**src/hw/rtl/tte_pkg.sv**
```systemverilog
// tte_pkg: shared types, codes and defaults of the timeout table engine
// no dependencies; imported by tte_alu, tte_slot_mem and timeout_table_engine
package tte_pkg;

   // defaults for the top-level parameters
   localparam int SLOTS_DEF   = 16;
   localparam int ID_BITS_DEF = 16;

   // fixed field widths
   localparam int TIME_W  = 48;
   localparam int DELAY_W = 24;
   localparam int CID_W   = 16;
   localparam int OP_W    = 2;
   localparam int KIND_W  = 2;
   localparam int STAT_W  = 2;
   localparam int OCNT_W  = 5;
   localparam int TOT_W   = 32;
   localparam int INTV_W  = 16;

   localparam logic [INTV_W-1:0] TICK_INTV_RST = 16'd10;

   // request opcodes
   localparam logic [OP_W-1:0] OP_SCHED  = 2'd0;
   localparam logic [OP_W-1:0] OP_CANCEL = 2'd1;
   localparam logic [OP_W-1:0] OP_TICK   = 2'd2;

   // response kinds
   localparam logic [KIND_W-1:0] KIND_SCHED   = 2'd0;
   localparam logic [KIND_W-1:0] KIND_CANCEL  = 2'd1;
   localparam logic [KIND_W-1:0] KIND_EXPIRED = 2'd2;
   localparam logic [KIND_W-1:0] KIND_IDLE    = 2'd3;

   // response status
   localparam logic [STAT_W-1:0] ST_OK        = 2'd0;
   localparam logic [STAT_W-1:0] ST_FULL      = 2'd1;
   localparam logic [STAT_W-1:0] ST_NOT_FOUND = 2'd2;

   // sequencer states, one-hot
   typedef enum logic [5:0] {
      S_IDLE        = 6'b000001,
      S_SCHED_FIND  = 6'b000010,
      S_CANCEL_SCAN = 6'b000100,
      S_TICK_ADV    = 6'b001000,
      S_TICK_SCAN   = 6'b010000,
      S_TICK_EMIT   = 6'b100000
   } state_type;

   // outputs of the shared add / compare unit
   typedef struct packed {
      logic [TIME_W-1:0] sum;
      logic              le;
      logic              eq;
   } alu_res_type;

endpackage

```
**src/hw/rtl/timeout_table_engine.sv**
```systemverilog
// timeout_table_engine: table of pending timeouts with lazy cancel
// depends on tte_pkg, tte_alu and tte_slot_mem
//
// Usage
//   Request beat: start with req_opcode, req_delay_ms and req_cancel_id is
//   taken on a rising edge where busy is low. Opcode 3 is dropped.
//   Response beat: rsp_valid is high for one cycle per result; the receiver
//   cannot stall, so every strobed beat is taken. rsp_last marks the final
//   beat of a request. Statistics on every beat are the values after the
//   whole request has been applied.
//   Config: csr_we writes csr_wdata into the tick interval (reset 10); write
//   it only while busy is low and no beat is pending.
// Throughput (one slot a cycle, set by the single slot memory
// read port and the shared add / compare unit)
//   schedule: refused from idle when full, else walks to k, the lowest free slot
//   cancel:   one identifier compared per cycle until a match or the last slot
//   tick:     a clean / compare pass over all slots, then one beat
//             per expired timeout from a second pass over the memory.
//   busy stays high until the sequencer is back in idle; a refused
//   schedule and opcode 3 never raise it.
// Reset: synchronous; the table is empty, time is 0, next id is 1.
module timeout_table_engine
   import tte_pkg::*;
#(
   parameter int SLOTS   = SLOTS_DEF,
   parameter int ID_BITS = ID_BITS_DEF
) (
   input  logic                clock,
   input  logic                reset,
   // request channel
   input  logic                start,
   output logic                busy,
   input  logic [OP_W-1:0]     req_opcode,
   input  logic [DELAY_W-1:0]  req_delay_ms,
   input  logic [CID_W-1:0]    req_cancel_id,
   // response channel
   output logic                rsp_valid,
   output logic [KIND_W-1:0]   rsp_kind,
   output logic [CID_W-1:0]    rsp_timeout_id,
   output logic                rsp_last,
   output logic [STAT_W-1:0]   rsp_status,
   output logic [OCNT_W-1:0]   rsp_active_count,
   output logic [OCNT_W-1:0]   rsp_cancelled_pending,
   output logic [TOT_W-1:0]    rsp_sched_count,
   output logic [TOT_W-1:0]    rsp_cancel_count,
   output logic [TOT_W-1:0]    rsp_expire_count,
   // config port
   input  logic                csr_we,
   input  logic [INTV_W-1:0]   csr_wdata
);

   localparam int IDX_W = $clog2(SLOTS);
   localparam int CNT_W = $clog2(SLOTS + 1);

   // sequencer and scan control
   state_type            state_ff, state_in;
   logic [IDX_W:0]       iss_ff, iss_in;
   logic                 chk_vld_ff, chk_vld_in;
   logic [IDX_W-1:0]     chk_idx_ff, chk_idx_in;

   // slot flags
   logic [SLOTS-1:0]     slot_vld_ff, slot_vld_in;
   logic [SLOTS-1:0]     slot_can_ff, slot_can_in;
   logic [SLOTS-1:0]     exp_mark_ff, exp_mark_in;

   // time, ids and statistics
   logic [TIME_W-1:0]    now_ff, now_in;
   logic [INTV_W-1:0]    intv_ff, intv_in;
   logic [ID_BITS-1:0]   nid_ff, nid_in;
   logic [CNT_W-1:0]     live_ff, live_in;
   logic [CNT_W-1:0]     pend_ff, pend_in;
   logic [CNT_W-1:0]     exp_n_ff, exp_n_in;
   logic [TOT_W-1:0]     sched_tot_ff, sched_tot_in;
   logic [TOT_W-1:0]     can_tot_ff, can_tot_in;
   logic [TOT_W-1:0]     exp_tot_ff, exp_tot_in;

   // latched request fields
   logic [DELAY_W-1:0]   delay_ff, delay_in;
   logic [CID_W-1:0]     cid_ff, cid_in;

   // response beat registers
   logic                 rsp_valid_ff, rsp_valid_in;
   logic [KIND_W-1:0]    rsp_kind_ff, rsp_kind_in;
   logic [CID_W-1:0]     rsp_id_ff, rsp_id_in;
   logic                 rsp_last_ff, rsp_last_in;
   logic [STAT_W-1:0]    rsp_status_ff, rsp_status_in;

   // shared unit and memory hookup
   logic [TIME_W-1:0]    alu_a, alu_b;
   alu_res_type          alu_res;
   logic                 mem_we;
   logic [IDX_W-1:0]     mem_waddr;
   logic [ID_BITS-1:0]   rd_ident;
   logic [TIME_W-1:0]    rd_expiry;

   logic                 accept;
   logic                 table_full;
   logic                 issuing;
   logic                 chk_last;
   logic [CNT_W:0]       occupied;

   assign accept     = start && !busy;
   assign occupied   = (CNT_W + 1)'(live_ff) + (CNT_W + 1)'(pend_ff);
   assign table_full = (occupied == (CNT_W + 1)'(SLOTS));
   assign issuing    = (iss_ff != (IDX_W + 1)'(SLOTS));
   assign chk_last   = chk_vld_ff && (chk_idx_ff == IDX_W'(SLOTS - 1));

   tte_alu u_alu (
      .op_a (alu_a),
      .op_b (alu_b),
      .res  (alu_res)
   );

   tte_slot_mem #(
      .SLOTS   (SLOTS),
      .ID_BITS (ID_BITS)
   ) u_mem (
      .clock     (clock),
      .wr_en     (mem_we),
      .wr_addr   (mem_waddr),
      .wr_ident  (nid_ff),
      .wr_expiry (alu_res.sum),
      .rd_addr   (iss_ff[IDX_W-1:0]),
      .rd_ident  (rd_ident),
      .rd_expiry (rd_expiry)
   );

   // operand select for the shared unit
   always_comb begin
      alu_a = '0;
      alu_b = '0;
      unique case (state_ff)
         S_SCHED_FIND: begin
            alu_a = now_ff;
            alu_b = TIME_W'(delay_ff);
         end
         S_TICK_ADV: begin
            alu_a = now_ff;
            alu_b = TIME_W'(intv_ff);
         end
         S_CANCEL_SCAN: begin
            alu_a = TIME_W'(rd_ident);
            alu_b = TIME_W'(cid_ff);
         end
         S_TICK_SCAN: begin
            alu_a = rd_expiry;
            alu_b = now_ff;
         end
         default: begin
            alu_a = '0;
            alu_b = '0;
         end
      endcase
   end

   // sequencer
   always_comb begin
      state_in      = state_ff;
      iss_in        = iss_ff;
      chk_vld_in    = 1'b0;
      chk_idx_in    = iss_ff[IDX_W-1:0];
      slot_vld_in   = slot_vld_ff;
      slot_can_in   = slot_can_ff;
      exp_mark_in   = exp_mark_ff;
      now_in        = now_ff;
      intv_in       = csr_we ? csr_wdata : intv_ff;
      nid_in        = nid_ff;
      live_in       = live_ff;
      pend_in       = pend_ff;
      exp_n_in      = exp_n_ff;
      sched_tot_in  = sched_tot_ff;
      can_tot_in    = can_tot_ff;
      exp_tot_in    = exp_tot_ff;
      delay_in      = delay_ff;
      cid_in        = cid_ff;
      rsp_valid_in  = 1'b0;
      rsp_kind_in   = rsp_kind_ff;
      rsp_id_in     = rsp_id_ff;
      rsp_last_in   = rsp_last_ff;
      rsp_status_in = rsp_status_ff;
      mem_we        = 1'b0;
      mem_waddr     = iss_ff[IDX_W-1:0];

      unique case (state_ff)
         // take a request beat
         S_IDLE: begin
            if (accept) begin
               delay_in = req_delay_ms;
               cid_in   = req_cancel_id;
               iss_in   = '0;
               priority if (req_opcode == OP_SCHED) begin
                  if (table_full) begin
                     rsp_valid_in  = 1'b1;
                     rsp_kind_in   = KIND_SCHED;
                     rsp_id_in     = '0;
                     rsp_last_in   = 1'b1;
                     rsp_status_in = ST_FULL;
                  end else begin
                     state_in = S_SCHED_FIND;
                  end
               end else if (req_opcode == OP_CANCEL) begin
                  state_in = S_CANCEL_SCAN;
               end else if (req_opcode == OP_TICK) begin
                  state_in = S_TICK_ADV;
               end else begin
                  state_in = S_IDLE;
               end
            end
         end

         // walk the valid flags to the lowest free slot, then store there
         S_SCHED_FIND: begin
            if (!slot_vld_ff[iss_ff[IDX_W-1:0]]) begin
               mem_we                          = 1'b1;
               slot_vld_in[iss_ff[IDX_W-1:0]]  = 1'b1;
               slot_can_in[iss_ff[IDX_W-1:0]]  = 1'b0;
               nid_in                          = nid_ff + ID_BITS'(1);
               live_in                         = live_ff + CNT_W'(1);
               sched_tot_in                    = sched_tot_ff + TOT_W'(1);
               rsp_valid_in                    = 1'b1;
               rsp_kind_in                     = KIND_SCHED;
               rsp_id_in                       = CID_W'(nid_ff);
               rsp_last_in                     = 1'b1;
               rsp_status_in                   = ST_OK;
               state_in                        = S_IDLE;
            end else begin
               iss_in = iss_ff + (IDX_W + 1)'(1);
            end
         end

         // compare one stored id per cycle against the cancel id
         S_CANCEL_SCAN: begin
            if (issuing) begin
               iss_in     = iss_ff + (IDX_W + 1)'(1);
               chk_vld_in = 1'b1;
            end
            if (chk_vld_ff && slot_vld_ff[chk_idx_ff] && !slot_can_ff[chk_idx_ff]
                && alu_res.eq) begin
               slot_can_in[chk_idx_ff] = 1'b1;
               live_in                 = live_ff - CNT_W'(1);
               pend_in                 = pend_ff + CNT_W'(1);
               can_tot_in              = can_tot_ff + TOT_W'(1);
               rsp_valid_in            = 1'b1;
               rsp_kind_in             = KIND_CANCEL;
               rsp_id_in               = cid_ff;
               rsp_last_in             = 1'b1;
               rsp_status_in           = ST_OK;
               chk_vld_in              = 1'b0;
               state_in                = S_IDLE;
            end else if (chk_last) begin
               rsp_valid_in  = 1'b1;
               rsp_kind_in   = KIND_CANCEL;
               rsp_id_in     = cid_ff;
               rsp_last_in   = 1'b1;
               rsp_status_in = ST_NOT_FOUND;
               chk_vld_in    = 1'b0;
               state_in      = S_IDLE;
            end
         end

         // advance time, clear the expiry marks
         S_TICK_ADV: begin
            now_in      = alu_res.sum;
            exp_mark_in = '0;
            exp_n_in    = '0;
            iss_in      = '0;
            state_in    = S_TICK_SCAN;
         end

         // free cancelled slots and mark expired ones
         S_TICK_SCAN: begin
            if (issuing) begin
               iss_in     = iss_ff + (IDX_W + 1)'(1);
               chk_vld_in = 1'b1;
            end
            if (chk_vld_ff && slot_vld_ff[chk_idx_ff]) begin
               if (slot_can_ff[chk_idx_ff]) begin
                  slot_vld_in[chk_idx_ff] = 1'b0;
                  slot_can_in[chk_idx_ff] = 1'b0;
                  pend_in                 = pend_ff - CNT_W'(1);
               end else if (alu_res.le) begin
                  slot_vld_in[chk_idx_ff] = 1'b0;
                  exp_mark_in[chk_idx_ff] = 1'b1;
                  live_in                 = live_ff - CNT_W'(1);
                  exp_tot_in              = exp_tot_ff + TOT_W'(1);
                  exp_n_in                = exp_n_ff + CNT_W'(1);
               end
            end
            if (chk_last) begin
               iss_in     = '0;
               chk_vld_in = 1'b0;
               if (exp_n_in == '0) begin
                  rsp_valid_in  = 1'b1;
                  rsp_kind_in   = KIND_IDLE;
                  rsp_id_in     = '0;
                  rsp_last_in   = 1'b1;
                  rsp_status_in = ST_OK;
                  state_in      = S_IDLE;
               end else begin
                  state_in = S_TICK_EMIT;
               end
            end
         end

         // second pass: one beat per marked slot, in slot order
         S_TICK_EMIT: begin
            if (issuing) begin
               iss_in     = iss_ff + (IDX_W + 1)'(1);
               chk_vld_in = 1'b1;
            end
            if (chk_vld_ff && exp_mark_ff[chk_idx_ff]) begin
               exp_mark_in[chk_idx_ff] = 1'b0;
               exp_n_in                = exp_n_ff - CNT_W'(1);
               rsp_valid_in            = 1'b1;
               rsp_kind_in             = KIND_EXPIRED;
               rsp_id_in               = CID_W'(rd_ident);
               rsp_status_in           = ST_OK;
               rsp_last_in             = (exp_n_ff == CNT_W'(1));
               if (exp_n_ff == CNT_W'(1)) begin
                  chk_vld_in = 1'b0;
                  state_in   = S_IDLE;
               end
            end
         end

         default: begin
            state_in = S_IDLE;
         end
      endcase
   end

   // control state
   always_ff @(posedge clock) begin
      if (reset) begin
         state_ff     <= S_IDLE;
         iss_ff       <= '0;
         chk_vld_ff   <= 1'b0;
         slot_vld_ff  <= '0;
         slot_can_ff  <= '0;
         exp_mark_ff  <= '0;
         now_ff       <= '0;
         intv_ff      <= TICK_INTV_RST;
         nid_ff       <= ID_BITS'(1);
         live_ff      <= '0;
         pend_ff      <= '0;
         exp_n_ff     <= '0;
         sched_tot_ff <= '0;
         can_tot_ff   <= '0;
         exp_tot_ff   <= '0;
         rsp_valid_ff <= 1'b0;
      end else begin
         state_ff     <= state_in;
         iss_ff       <= iss_in;
         chk_vld_ff   <= chk_vld_in;
         slot_vld_ff  <= slot_vld_in;
         slot_can_ff  <= slot_can_in;
         exp_mark_ff  <= exp_mark_in;
         now_ff       <= now_in;
         intv_ff      <= intv_in;
         nid_ff       <= nid_in;
         live_ff      <= live_in;
         pend_ff      <= pend_in;
         exp_n_ff     <= exp_n_in;
         sched_tot_ff <= sched_tot_in;
         can_tot_ff   <= can_tot_in;
         exp_tot_ff   <= exp_tot_in;
         rsp_valid_ff <= rsp_valid_in;
      end
   end

   // payload registers
   always_ff @(posedge clock) begin
      chk_idx_ff    <= chk_idx_in;
      delay_ff      <= delay_in;
      cid_ff        <= cid_in;
      rsp_kind_ff   <= rsp_kind_in;
      rsp_id_ff     <= rsp_id_in;
      rsp_last_ff   <= rsp_last_in;
      rsp_status_ff <= rsp_status_in;
   end

   // outputs
   assign busy                  = (state_ff != S_IDLE);
   assign rsp_valid             = rsp_valid_ff;
   assign rsp_kind              = rsp_kind_ff;
   assign rsp_timeout_id        = rsp_id_ff;
   assign rsp_last              = rsp_last_ff;
   assign rsp_status            = rsp_status_ff;
   assign rsp_active_count      = OCNT_W'(live_ff);
   assign rsp_cancelled_pending = OCNT_W'(pend_ff);
   assign rsp_sched_count       = sched_tot_ff;
   assign rsp_cancel_count      = can_tot_ff;
   assign rsp_expire_count      = exp_tot_ff;

   // occupied slots never exceed the table
   a_occupancy: assert property (@(posedge clock) disable iff (reset)
      occupied <= (CNT_W + 1)'(SLOTS))
      else $error("slot occupancy beyond table size");

   // a schedule into a full table is refused in the next cycle
   a_full_refuse: assert property (@(posedge clock) disable iff (reset)
      accept && (req_opcode == OP_SCHED) && table_full
      |=> rsp_valid && (rsp_status == ST_FULL) && rsp_last)
      else $error("full table not refused");

   // the final beat of a request coincides with the sequencer back at idle
   a_last_idle: assert property (@(posedge clock) disable iff (reset)
      rsp_valid && rsp_last |-> !busy)
      else $error("last beat while still busy");

   // a non-final beat only comes from an unfinished tick
   a_more_busy: assert property (@(posedge clock) disable iff (reset)
      rsp_valid && !rsp_last |-> busy && (rsp_kind == KIND_EXPIRED))
      else $error("non-final beat outside a tick");

endmodule

```
**src/hw/rtl/tte_alu.sv**
```systemverilog
// tte_alu: shared 48-bit add and unsigned compare unit
// depends on tte_pkg
module tte_alu
   import tte_pkg::*;
(
   input  logic [TIME_W-1:0] op_a,
   input  logic [TIME_W-1:0] op_b,
   output alu_res_type       res
);

   // wrapping sum plus less-or-equal and equality of the same operands
   always_comb begin
      res.sum = op_a + op_b;
      res.le  = (op_a <= op_b);
      res.eq  = (op_a == op_b);
   end

endmodule

```
**src/hw/rtl/tte_slot_mem.sv**
```systemverilog
// tte_slot_mem: identifier and expiry storage of the timeout slots
// depends on tte_pkg; one write port, one registered read port
module tte_slot_mem
   import tte_pkg::*;
#(
   parameter int SLOTS   = SLOTS_DEF,
   parameter int ID_BITS = ID_BITS_DEF
) (
   input  logic                     clock,
   input  logic                     wr_en,
   input  logic [$clog2(SLOTS)-1:0] wr_addr,
   input  logic [ID_BITS-1:0]       wr_ident,
   input  logic [TIME_W-1:0]        wr_expiry,
   input  logic [$clog2(SLOTS)-1:0] rd_addr,
   output logic [ID_BITS-1:0]       rd_ident,
   output logic [TIME_W-1:0]        rd_expiry
);

   logic [ID_BITS-1:0] ident_mem  [SLOTS];
   logic [TIME_W-1:0]  expiry_mem [SLOTS];

   // write port
   always_ff @(posedge clock) begin
      if (wr_en) begin
         ident_mem[wr_addr]  <= wr_ident;
         expiry_mem[wr_addr] <= wr_expiry;
      end
   end

   // registered read port
   always_ff @(posedge clock) begin
      rd_ident  <= ident_mem[rd_addr];
      rd_expiry <= expiry_mem[rd_addr];
   end

endmodule

```
**config.mk**
```make
export PLATFORM = sky130hd
export DESIGN_NAME = timeout_table_engine
export DESIGN_NICKNAME = d
export VERILOG_FILES = /design/src/hw/rtl/tte_pkg.sv /design/src/hw/rtl/timeout_table_engine.sv /design/src/hw/rtl/tte_alu.sv /design/src/hw/rtl/tte_slot_mem.sv
export SDC_FILE = /design/constraint.sdc
export NUM_CORES = 2
export LEC_CHECK = 0
export BUFFER_PORTS_ARGS = -buffer_cell sky130_fd_sc_hd__buf_2
export CAP_MARGIN = 20
export CORE_MARGIN = 2
export CORE_UTILIZATION = 35
export DETAILED_ROUTE_END_ITERATION = 6
export PLACE_DENSITY_LB_ADDON = 0.1
export SLEW_MARGIN = 15
export SYNTH_ARGS = -nofsm -noshare
export SYNTH_HDL_FRONTEND = slang
export SYNTH_SLANG_ARGS = --single-unit
```
**constraint.sdc**
```tcl
create_clock -name clock -period 16.6 [get_ports clock]
set_input_delay 3.32 -clock clock [delete_from_list [all_inputs] [get_ports clock]]
set_output_delay 3.32 -clock clock [all_outputs]
set_load 0.03 [all_outputs]
```
== After elaboration in Yosys (flattened, before gate mapping) ==
Memories as Yosys holds them, arrays and structs flattened. A register that Yosys moved wholly into a read port is not among the register bits.
Index checks and enable logic that the tools add are counted.
Cells by class
  $add $sub $neg: 13
  $mul: 0
  div/mod/pow operators: 0
  magnitude comparators: 5
  eq/ne operators: 31
  shift operators: 0
  muxes and demuxes: 121
  bitwise logic cells: 11
  reduce and logical (&&, ||, !) cells: 33
Operators with widths (count)
  2-to-1 mux 16 bit: 21
  case mux 48 bit (4 select lines): 1
  case mux 48 bit (3 select lines): 1
  adder 32 x 1 -> 32 bit (second input constant): 3
  case mux 16 bit (3 select lines): 2
  2-to-1 mux 5 bit: 17
  case mux 16 bit (5 select lines): 1
  AND 16 bit: 4
  2-to-1 mux 6 bit: 10
  adder 48 bit: 1
  == test 48 bit: 1
  less-or-equal comparator 48 bit: 1
  OR 16 bit: 3
  case mux 6 bit (6 select lines): 1
  2-to-1 mux 2 bit: 17
  2-to-1 mux 1 bit: 32
  inverter 16 bit: 2
  case mux 16 bit (2 select lines): 1
  case mux 5 bit (3 select lines): 2
  inequality test 2 bit (second input constant): 14
  case mux 5 bit (5 select lines): 1
  adder 5 x 1 -> 5 bit (second input constant): 4
  case mux 2 bit (5 select lines): 2
  adder 16 x 1 -> 16 bit (second input constant): 1
  other kinds (39): 71
Storage, ports and cells
  flip-flop bits (word level): 317
  latch bits: 0
  bits in writable memories: 1024
  memory bits (read-only): 0
  bits of input ports: 62
  output and inout bits: 129
  logic and storage cells: 239
  memories kept: 2
Memories
  u_mem.expiry_mem: depth 16, width 48, rd ports 1, clocked after memory_dff 1, wr ports 1, RTL line tte_slot_mem.sv:20  | logic [TIME_W-1:0] expiry_mem [SLOTS];
  u_mem.ident_mem: depth 16, width 16, rd ports 1, clocked after memory_dff 1, wr ports 1, RTL line tte_slot_mem.sv:19  | logic [ID_BITS-1:0] ident_mem [SLOTS];

== Logic depth before layout (Yosys ltp) ==
  depth after elaboration: 12
  gate-level depth with buffers: 22
  depth with buffers taken out: 17

== Cells and area by module ==
From an unflattened synthesis, not the netlist that was laid out.
Second synthesis, totals
  cells, all modules: 3968
  area total of the unflattened synthesis: 58929.0 sq um
By module, submodules not included
  tte_slot_mem: times used 1, cells an instance 1647, area an instance 39581.7 sq um, seq. area each 32030.7 sq um
  timeout_table_engine: times used 1, cells an instance 1725, area an instance 15225.9 sq um, seq. area each 6956.7 sq um
  tte_alu: times used 1, cells an instance 596, area an instance 4121.5 sq um, seq. area each 0.0 sq um

== Worst setup path before layout ==
Ideal clock, no wire load.
  path kind: reg-to-reg
  start point: reg iss_ff[0]
  end point: mem u_mem.expiry_mem[1][0] (enable)
  setup time: 565 ps
  data arrival time: 6486 ps
  data required time: 16035 ps
  path slack: 9549 ps
  stages on the path, launching flop included: 8
  path buffers: 2
  clock period less this slack: 7051 ps
  cell sequence: dfxtp_1 -> buf_2 -> mux4_2 -> mux4_2 -> nor2b_1 -> clkbuf_1 -> nand2_1 -> nor3_1
On the way
  longest elaborated chain between the ends: 6
RTL lines
  from (decl): RTL line timeout_table_engine.sv:57  | logic [IDX_W:0] iss_ff, iss_in;
  from (signal assigned): RTL line timeout_table_engine.sv:353  | iss_ff <= iss_in;
  binary-select mux 1 bit (select 4 bit): RTL line timeout_table_engine.sv:213  | if (!slot_vld_ff[iss_ff[IDX_W-1:0]]) begin
  2-to-1 mux 1 bit (implied by the code): RTL line timeout_table_engine.sv:213
  2-to-1 mux 1 bit: RTL line timeout_table_engine.sv:213
  2-to-1 mux 1 bit: RTL line timeout_table_engine.sv:184  | unique case (state_ff)
  2-to-1 mux 1 bit: RTL line tte_slot_mem.sv:24  | if (wr_en) begin
  2-to-1 mux 1 bit (implied by the code): RTL line tte_slot_mem.sv:26  | expiry_mem[wr_addr] <= wr_expiry;
  to (decl): RTL line tte_slot_mem.sv:20
Parallel ways exist; a longest one is shown, timed or not. The select of a mux whose other input is x is not followed.

== Final worst setup path ==
  start point: reg state_ff[5]
  end point: reg rsp_kind_ff[1], in the netlist rsp_kind[1] (enable)
On the way
  longest elaborated chain between the ends: 11
  elaborated cells on any way between the ends: 30
  those cells by class: order compare (1); eq/ne (16); mux (6); reduce/logical (7)
RTL lines
  from (decl): RTL line timeout_table_engine.sv:56  | state_type state_ff, state_in;
  from (signal assigned): RTL line timeout_table_engine.sv:352  | state_ff <= state_in;
  == test 6 x 2 -> 1 bit or == test 6 x 4 -> 1 bit (tied branches): RTL line timeout_table_engine.sv:132, timeout_table_engine.sv:184
  OR reduction 2 bit (no line)
  case mux 48 bit (3 select lines): RTL line timeout_table_engine.sv:132  | unique case (state_ff)
  less-or-equal comparator 48 bit: RTL line tte_alu.sv:14  | res.le = (op_a <= op_b);
  2-to-1 mux 5 bit: RTL line timeout_table_engine.sv:281  | end else if (alu_res.le) begin
  2-to-1 mux 5 bit: RTL line timeout_table_engine.sv:277  | if (slot_can_ff[chk_idx_ff]) begin
  2-to-1 mux 5 bit: RTL line timeout_table_engine.sv:276  | if (chk_vld_ff && slot_vld_ff[chk_idx_ff]) begin
  2-to-1 mux 5 bit: RTL line timeout_table_engine.sv:184
  logical NOT 5 bit: RTL line timeout_table_engine.sv:292  | if (exp_n_in == '0) begin
  inequality test 2 bit (no line)
  AND reduction 9 bit (no line) (*)
  to (signal assigned): RTL line timeout_table_engine.sv:376  | rsp_kind_ff <= rsp_kind_in;
  to (decl): RTL line timeout_table_engine.sv:83  | logic [KIND_W-1:0] rsp_kind_ff, rsp_kind_in;
Every way passes the cells marked *; elsewhere a longest branch is shown, timed or not. The select of a mux whose other input is x is not followed.
A chain may end at the register's enable or synchronous reset.

==> summary.txt <==
Status
  – Outcome: finished with violations
  – Failing checks: DRC

Layout
  – Fill count: 15100
  – Area of the multi-input gates: 18400 um2
  – Register cell area after layout: 39000 um2
  – Layout area overhead: 15.0%
  – Nets: 4123
  – Share of cells above drive strength 1: between 20% and 30%
  – Post-Layout Cell Count: 6262

Synth
  – Synth unique cells: 85
  – Syn Inst Count: 3716
  – FF+latch count, synth: 1405
  – Synth async-reset ratio: 0%
  – Synth top area cells: edfxtp_1 56%, mux4_2 13%, dfxtp_1 11%
  – Post-Syn Area: 58500 um2
  – Register area share after synthesis: 66.7%
  – Dominant cell type by area after synthesis: edfxtp_1
  – Synth top area share: 55.7%
  – Mapped Avg Cell Area: around 16 um2
  – Post-synth EDFFs: approximately 1100
  – Main synth FF type: edfxtp_1
  – Syn_nets: 3899
  – Synth Warn #: 0

Worst setup path
  – CP Capture Type: flip-flop
  – CP arrival: 8.02 ns
  – Reg2Reg Setup Slack: 8.97 ns
  – Critical path peak fanout: 49
  – Worst setup path category: flip-flop to flip-flop
  – Worst EP required: 16.98 ns
  – Startpoint types: flip-flop

Timing
  – Slew Limit Fails: 0
  – Slew @ Worst Pin: 1.04 ns
  – RSZ-0062 raised after global routing: false
  – Setup Total Neg Slack: 0 ns
  – Fmax: 0.131 GHz
  – Setup violators final: 0
  – Max Clock Skew: ~0.059 ns
  – Worst Setup Slack, final: 8.97 ns
  – Final hold violation count: 0
  – Final period util: 46.0%
  – Slew Limit Headroom: 30.5%
  – Hold WS: 0.453 ns
  – Crit path time final: 7.63 ns

Clock tree
  – Clock tree root buffer cell: clkbuf_16
  – CTS H-tree depth: 4
  – Clk slew on worst S/H paths: 0.06 ns
  – Post-CTS Setup Bufs: 0
  – CTS tree: yes
  – Number of buffers created by CTS: around 160
  – CTS Buffer Depth: 3
  – Hold buffers post-CTS: 0
  – Clock sink total: 1405
  – Clock latency on the worst-skew pair: 0.81 ns
  – Post-CTS sizing: 0

Detailed routing
  – Routed vias/inst: 5.35
  – DR vias: 33500
  – Initial DRT Pass Iterations: 7
  – Post-route ant nets: 0
  – DRT iter0 DRCs: 3077
  – Routed wire length per instance: approximately 26 um
  – WL final: ~160000 um
  – DRC: 13

Place
  – IO Port Bufs: 190
  – Post-DP HPWL: about 94000 um
  – Routability-driven placement congestion ratio: 0.839
  – Dpl ws: 8.75 ns
  – Cells after DPL: about 6000

Die
  – Num rows: roughly 150
  – Die W: 413 um
  – Ports: between 150 and 200
  – DIE AREA: 170000 um2
  – Chip height: 413 um
  – Initial Util: a little over a third
  – CORE AREA: 165000 um2

Global routing
  – Initial antenna violation count: 2
  – Total grt overflow: 0
  – Gr usage total: 19.1%
  – Number of global-route vias before repair: 34100
  – First-pass GRT wire length: ~240000 um
  – Largest net degree at the start of global routing: 177

Pwr
  – Peak VDD IR: 0.103 mV
  – Leakage: roughly 22 nW
  – Pwr Density: ~110 nW/um2

Min path
  – Worst Hold Class: flip-flop to flip-flop

Flow run
  – Max-Cap Viols: 0
==> per-layer routing <==
layer	up-vias	GRT usage [%]	share of wire (%)
met5	-	0	0
met3	167	3.19	4.9
met1	17500	27.0	46
li1	14900	-	-
met4	0	4.39	1.8
met2	898	30.8	47
==> worst max-delay path, stage by stage, from the launching register on <==
cell and delay, ns:
dfxtp_1 0.35, or4_1 0.64, nor3b_2 0.19, buf_4 0.59
nand2b_2 0.74, buf_4 0.45, a222oi_1 0.18, inv_1 0.15
ha_1 0.37, a21o_1 0.22, a21oi_1 0.15, o221ai_1 0.18
a2111o_1 0.50, a221oi_1 0.91, a31oi_4 0.35, o31ai_1 0.33
a21oi_1 0.16, nor2_4 0.72
==> report_power, final <==
group	leakage [nW]	internal (mW)	switching (mW)
registers	12.0	3.80	0.0322
logic	7.98	0.0941	0.181
clock network	2.43	1.89	1.47
total	22.5	5.78	1.68
==> layout make-up <==
type / count / share of cell area, %
flip-flops and latches: 1405 / 58.0
multi-input cells: 1965 / 27.3
clock buffers: 222 / 6.49
well taps: 2189 / 4.07
repair buffers: 274 / 2.40
clock inverters: 70 / 0.956
inverters: 136 / 0.763
diodes: 1 / 0.00372
==> sequential cells by signal (all words and copies together), names as in the netlist, 4 cells and up <==
name	flops
state_ff	6
delay_ff	24
exp_n_ff	5
now_ff	48
rsp_expire_count	32
rsp_active_count	5
chk_idx_ff	4
slot_can_ff	16
slot_vld_ff	16
iss_ff	5
rsp_cancel_count	32
intv_ff	16
u_mem.expiry_mem	768
rsp_sched_count	32
cid_ff	16
nid_ff	16
u_mem.rd_ident	16
u_mem.ident_mem	256
exp_mark_ff	16
rsp_cancelled_pending	5
rsp_timeout_id	16
u_mem.rd_expiry	48
==> cell usage after synthesis (26+ instances only) <==
| cell | count |
|---|---|
| a211oi_1 | 26 |
| a21oi_1 | 131 |
| a222oi_1 | 31 |
| a22o_1 | 47 |
| a31oi_1 | 26 |
| and3_1 | 43 |
| buf_1 | 36 |
| clkbuf_1 | 157 |
| dfxtp_1 | 320 |
| edfxtp_1 | 1085 |
| ha_1 | 117 |
| inv_1 | 134 |
| mux4_2 | 340 |
| nand2_1 | 161 |
| nand3_1 | 62 |
| nand4_1 | 31 |
| nor2_1 | 342 |
| nor3_1 | 60 |
| o21ai_0 | 42 |
| xnor2_1 | 66 |
| xor2_1 | 91 |
==> final timing paths <==
check / start / end / depth (start not counted)
min reg2reg: iss_ff[3] / chk_idx_ff[3] / 0
max: state_ff[5] / rsp_kind[1] / 17
max reg2reg: state_ff[5] / rsp_kind[1] / 17
min: iss_ff[3] / chk_idx_ff[3] / 0
==> placed cells by master, fill, tap and decap left out, types with 42 or more instances in the layout <==
cell type,count
a21oi_1,131
a22o_1,47
buf_2,189
buf_4,82
clkbuf_1,49
clkbuf_16,160
dfxtp_1,316
edfxtp_1,1085
ha_1,117
inv_1,134
mux4_2,340
nand2_1,161
nand3_1,62
nor2_1,338
nor3_1,58
o21ai_0,42
xnor2_1,54
xor2_1,89
==> cells by family (layout without fill, tap and decap cells) <==
kind of cell | after synthesis | count (layout) | synth area share, %
fa+ha+maj | 121 | 121 | 2.64
flops | 1405 | 1405 | 66.7
compound gates | 482 | 482 | 5.71
other cells | 0 | 1 | 0
simple gates | 841 | 841 | 6.82
mux | 364 | 364 | 13.5
xor+xnor | 157 | 157 | 2.35
buf+inv | 346 | 702 | 2.28
==> metrics by stage <==
step / power (mW) / area, um2 / util (%)
6_report: 7.46 / 67300 / 40.7
5_1_grt: 7.72 / 67300 / 40.7
4_1_cts: 7.55 / 67200 / 40.7
3_5_place_dp: 4.18 / 62200 / 37.6
3_3_place_gp: 4.18 / 62200 / 37.6
2_1_floorplan: 4.06 / 58500 / -
Power figures use the tool's default switching activity.
